--- src/rtl/core/dcl_pkg.sv ---
package dcl_pkg;

   // default sizes
   localparam int MAX_POINTS_DEF = 1024;
   localparam int COORD_BITS_DEF = 16;

   // fixed field widths
   localparam int RADIUS_W = 34;
   localparam int COUNT_W  = 11;
   localparam int LABEL_W  = 10;
   localparam int QIDX_W   = 10;

   // register indexes
   localparam logic CSR_RADIUS_SQ = 1'b0;
   localparam logic CSR_MIN_COUNT = 1'b1;

   // item kinds
   localparam logic FUNC_LOAD  = 1'b0;
   localparam logic FUNC_QUERY = 1'b1;

   localparam logic [COUNT_W-1:0] MIN_COUNT_RST = 11'd4;

endpackage

--- src/rtl/core/dcl_dist_cell.sv ---
module dcl_dist_cell #(
   parameter int CB = dcl_pkg::COORD_BITS_DEF,
   parameter int SW = 2 * dcl_pkg::COORD_BITS_DEF + 2,
   parameter int TW = 12
) (
   input  logic            clock,
   input  logic            reset,
   input  logic            valid_in,
   input  logic [TW-1:0]   tag_in,
   input  logic [3*CB-1:0] ref_in,
   input  logic [3*CB-1:0] pt_in,
   input  logic [SW-1:0]   sum_in,
   output logic            valid_out,
   output logic [TW-1:0]   tag_out,
   output logic [3*CB-1:0] ref_out,
   output logic [3*CB-1:0] pt_out,
   output logic [SW-1:0]   sum_out
);

   logic            valid_ff;
   logic [TW-1:0]   tag_ff;
   logic [3*CB-1:0] ref_ff;
   logic [3*CB-1:0] pt_ff;
   logic [SW-1:0]   sum_ff;
   logic signed [CB:0]       diff;
   logic signed [2*CB+1:0]   sq;

   // square of the lowest lane difference
   always_comb begin
      diff = (CB+1)'($signed(ref_in[CB-1:0])) - (CB+1)'($signed(pt_in[CB-1:0]));
      sq   = (2*CB+2)'(diff) * (2*CB+2)'(diff);
   end

   always_ff @(posedge clock) begin
      if (reset) begin
         valid_ff <= 1'b0;
      end else begin
         valid_ff <= valid_in;
      end
   end

   // lanes shift down so the next cell sees the next axis
   always_ff @(posedge clock) begin
      tag_ff <= tag_in;
      ref_ff <= ref_in >> CB;
      pt_ff  <= pt_in >> CB;
      sum_ff <= sum_in + SW'($unsigned(sq));
   end

   assign valid_out = valid_ff;
   assign tag_out   = tag_ff;
   assign ref_out   = ref_ff;
   assign pt_out    = pt_ff;
   assign sum_out   = sum_ff;

endmodule

--- config.mk ---
export PLATFORM = sky130hd
export DESIGN_NAME = dcl_dist_cell
export DESIGN_NICKNAME = d
export VERILOG_FILES = /design/src/rtl/core/dcl_pkg.sv /design/src/rtl/core/dcl_dist_cell.sv
export SDC_FILE = /design/constraint.sdc
export NUM_CORES = 1
export LEC_CHECK = 0
export CORE_UTILIZATION = 50
export CTS_CLUSTER_SIZE = 30
export DETAILED_ROUTE_END_ITERATION = 6
export DONT_BUFFER_PORTS = 1
export PLACE_DENSITY_LB_ADDON = 0.1
export SETUP_SLACK_MARGIN = 0.05
export SYNTH_ARGS = -nofsm -noshare
export SYNTH_HDL_FRONTEND = slang
export SYNTH_SLANG_ARGS = --single-unit
--- constraint.sdc ---
create_clock -name clock -period 13.2 [get_ports clock]
set_clock_uncertainty 0.15 [all_clocks]
set_input_delay 1.98 -clock clock [delete_from_list [all_inputs] [get_ports clock]]
set_output_delay 1.98 -clock clock [all_outputs]
set_load 0.005 [all_outputs]
==> reports/qor.csv <==
metric,value,unit
diodes,0,
postCtsSetupBuffers,0,
worstMarginPinSlew,783,ps
cts.sink_count,111,
cp-end-kind,register,
ys_top_cells_by_area,"fa_1 (43%), dfxtp_1 (15%), inv_1 (11%)",
synth_top_area_share,43.1,%
rsz0062_at_grt,no,
ys_types,57,
hold_start,ref_in[23],
cp_common_cell,fa_1,
drive_above_1_share,4.29,%
yosys_warnings,0,
ant_nets,0,
routabilityCongestion,0.822,
grt_antenna_before_repair,0,
synthFlopType,dfxtp_1,
status,completed,
ys_ff_latch,111,
fin_crit_sh,77.6,%
min_to,ref_out[7]$_DFF_P_,
h-tree-depth,3,
synthCells,1487,
die_x,173,um
cts-buffers-inserted,9,
nets,2072,
finalSetupViolCount,0,
synth-edff-count,0,
worstPathRequired,13330,ps
grt_max_degree,25,
synth_area_leader_cell,fa_1,
totalWireLength,31500,um
max_freq,97.6,MHz
clk_pin_slew_worst_paths,90,ps
start_kind,primary input,
num-fill-cells,2693,
wl_per_cell,16.8,um
drtIter0Drc,403,
hp-class,primary input to register,
ctsResizeCount,0,
synth_common_cells,"inv_1 (443), fa_1 (314), ha_1 (126)",
worstPathMaxFanout,23,
port_buffers,0,
die_area,29800,um^2
finalSetupTns,0,ps
vias,9041,
hpwl,26700,um
grt-ovfl-total,0,
syn-mean-instance-area,9.80,um^2
async_flop_share,0,%
grt_pass1_vias,9897,
rows,62,
grt_pass1_wl,51800,um
via_per_inst,4.82,
min_period,10250,ps
grt_util_all_layers,22.6,%
syn-cell-area,14600,um^2
drtPass1Iterations,5,
relSlewSlack,47.7,%
max_cap_viol_count,0,
cpMaxStageDelayCell,nand2b_1,
cts_tree,yes,
cts_hold_buf,0,
initial_core_util,50.8,%
ios,288,
core_area,28700,um^2
critPathMaxStageDelay,610,ps
cts-root-buf,clkbuf_16,
clock_path_buffers,2,
finalHoldViolCount,0,
areaGrowthSynthToFinish,4.89,%
finalMaxSlewViolations,0,
startpoint,ref_in[0],
hold_depth,0,
crit_type,primary input to register,
die_y,173,um
route.detailed.drc,0,
synth.most_common_cell,inv_1,
ys_seq_area_share,15.2,%
arrival,10370,ps
==> sequential cells by signal, indices dropped and copies added, names as in the netlist <==
signal and flops:
ref_out 32, tag_out 12, valid_out 1, pt_out 32, sum_out 34
==> kinds of logic after synthesis <==
kind of cell             Yosys count  synth area share (%)
XOR/XNOR                          57                  3.74
AND/OR/NAND/NOR                  255                  7.47
other                              1                0.0257
multiplexers                       2                 0.137
flip-flops                       111                  15.2
adder cells (fa/ha/maj)          440                  54.0
AO/OA/AOI/OAI                    111                  5.24
buffers and inverters            510                  14.2
==> metrics by stage <==
step | hold WS [ps] | cell area, um^2 | instances | util [%] | setup WS (ps)
final | 1480 | 15300 | 1876 | 53.3 | 2950
after global routing | 1460 | 15300 | 1876 | 53.3 | 2330
after CTS | 1460 | 15300 | 1876 | 53.3 | 2960
after detailed placement | 1860 | 15000 | 1860 | 52.1 | 2600
after global placement | 1860 | 15000 | 1860 | 52.1 | 2790
after floorplan | 1860 | 14700 | 1518 | - | 3440
==> cell type report <==
| cell class | instances | area [um^2] | area share (%) |
|---|---|---|---|
| clock buffer | 9 | 225 | 1.47 |
| clock inverter | 7 | 101 | 0.663 |
| inverter | 452 | 1700 | 11.1 |
| multi-input combinational | 897 | 10400 | 68.3 |
| sequential | 111 | 2220 | 14.5 |
| tap | 384 | 480 | 3.14 |
| timing repair buffer | 16 | 120 | 0.786 |
==> cells in the final DEF (no fill, tap or decap), types with 9 or more instances in the layout <==
cell type / instances
inv_1: 443
fa_1: 314
ha_1: 126
dfxtp_1: 111
nand2_1: 108
nor2_1: 95
xnor2_1: 36
conb_1: 32
a21o_1: 24
a21oi_1: 24
nand2b_1: 17
buf_4: 16
o21ai_0: 14
xor2_1: 13
clkbuf_16: 9
==> per-layer routing <==
layer  track usage (%)  share of wire (%)
met4              7.12                2.8
met5                 0                  0
met3              3.01                4.1
met1              28.0                 40
met2              40.8                 53
==> worst max-delay path: cells and delay by family <==
kind / cells / cell delay [ps]
AND/OR/NAND/NOR: 3 / 830
AO/OA/AOI/OAI: 14 / 3040
buffers and inverters: 6 / 680
adder cells (fa/ha/maj): 9 / 3830
==> worst max-delay path by stage <==
stage	end	slack (ps)	depth (start not counted)
floorplan	sum_out[33]$_DFF_P_	3440	35
global placement	sum_out[32]$_DFF_P_	2790	32
detailed placement	sum_out[32]$_DFF_P_	2600	32
CTS	sum_out[32]$_DFF_P_	2960	32
global route	sum_out[33]$_DFF_P_	2330	36
finish	sum_out[32]$_DFF_P_	2950	32
Power is not shown: default switching activity piles up to over one toggle a cycle in this logic, so the estimate is an artifact.
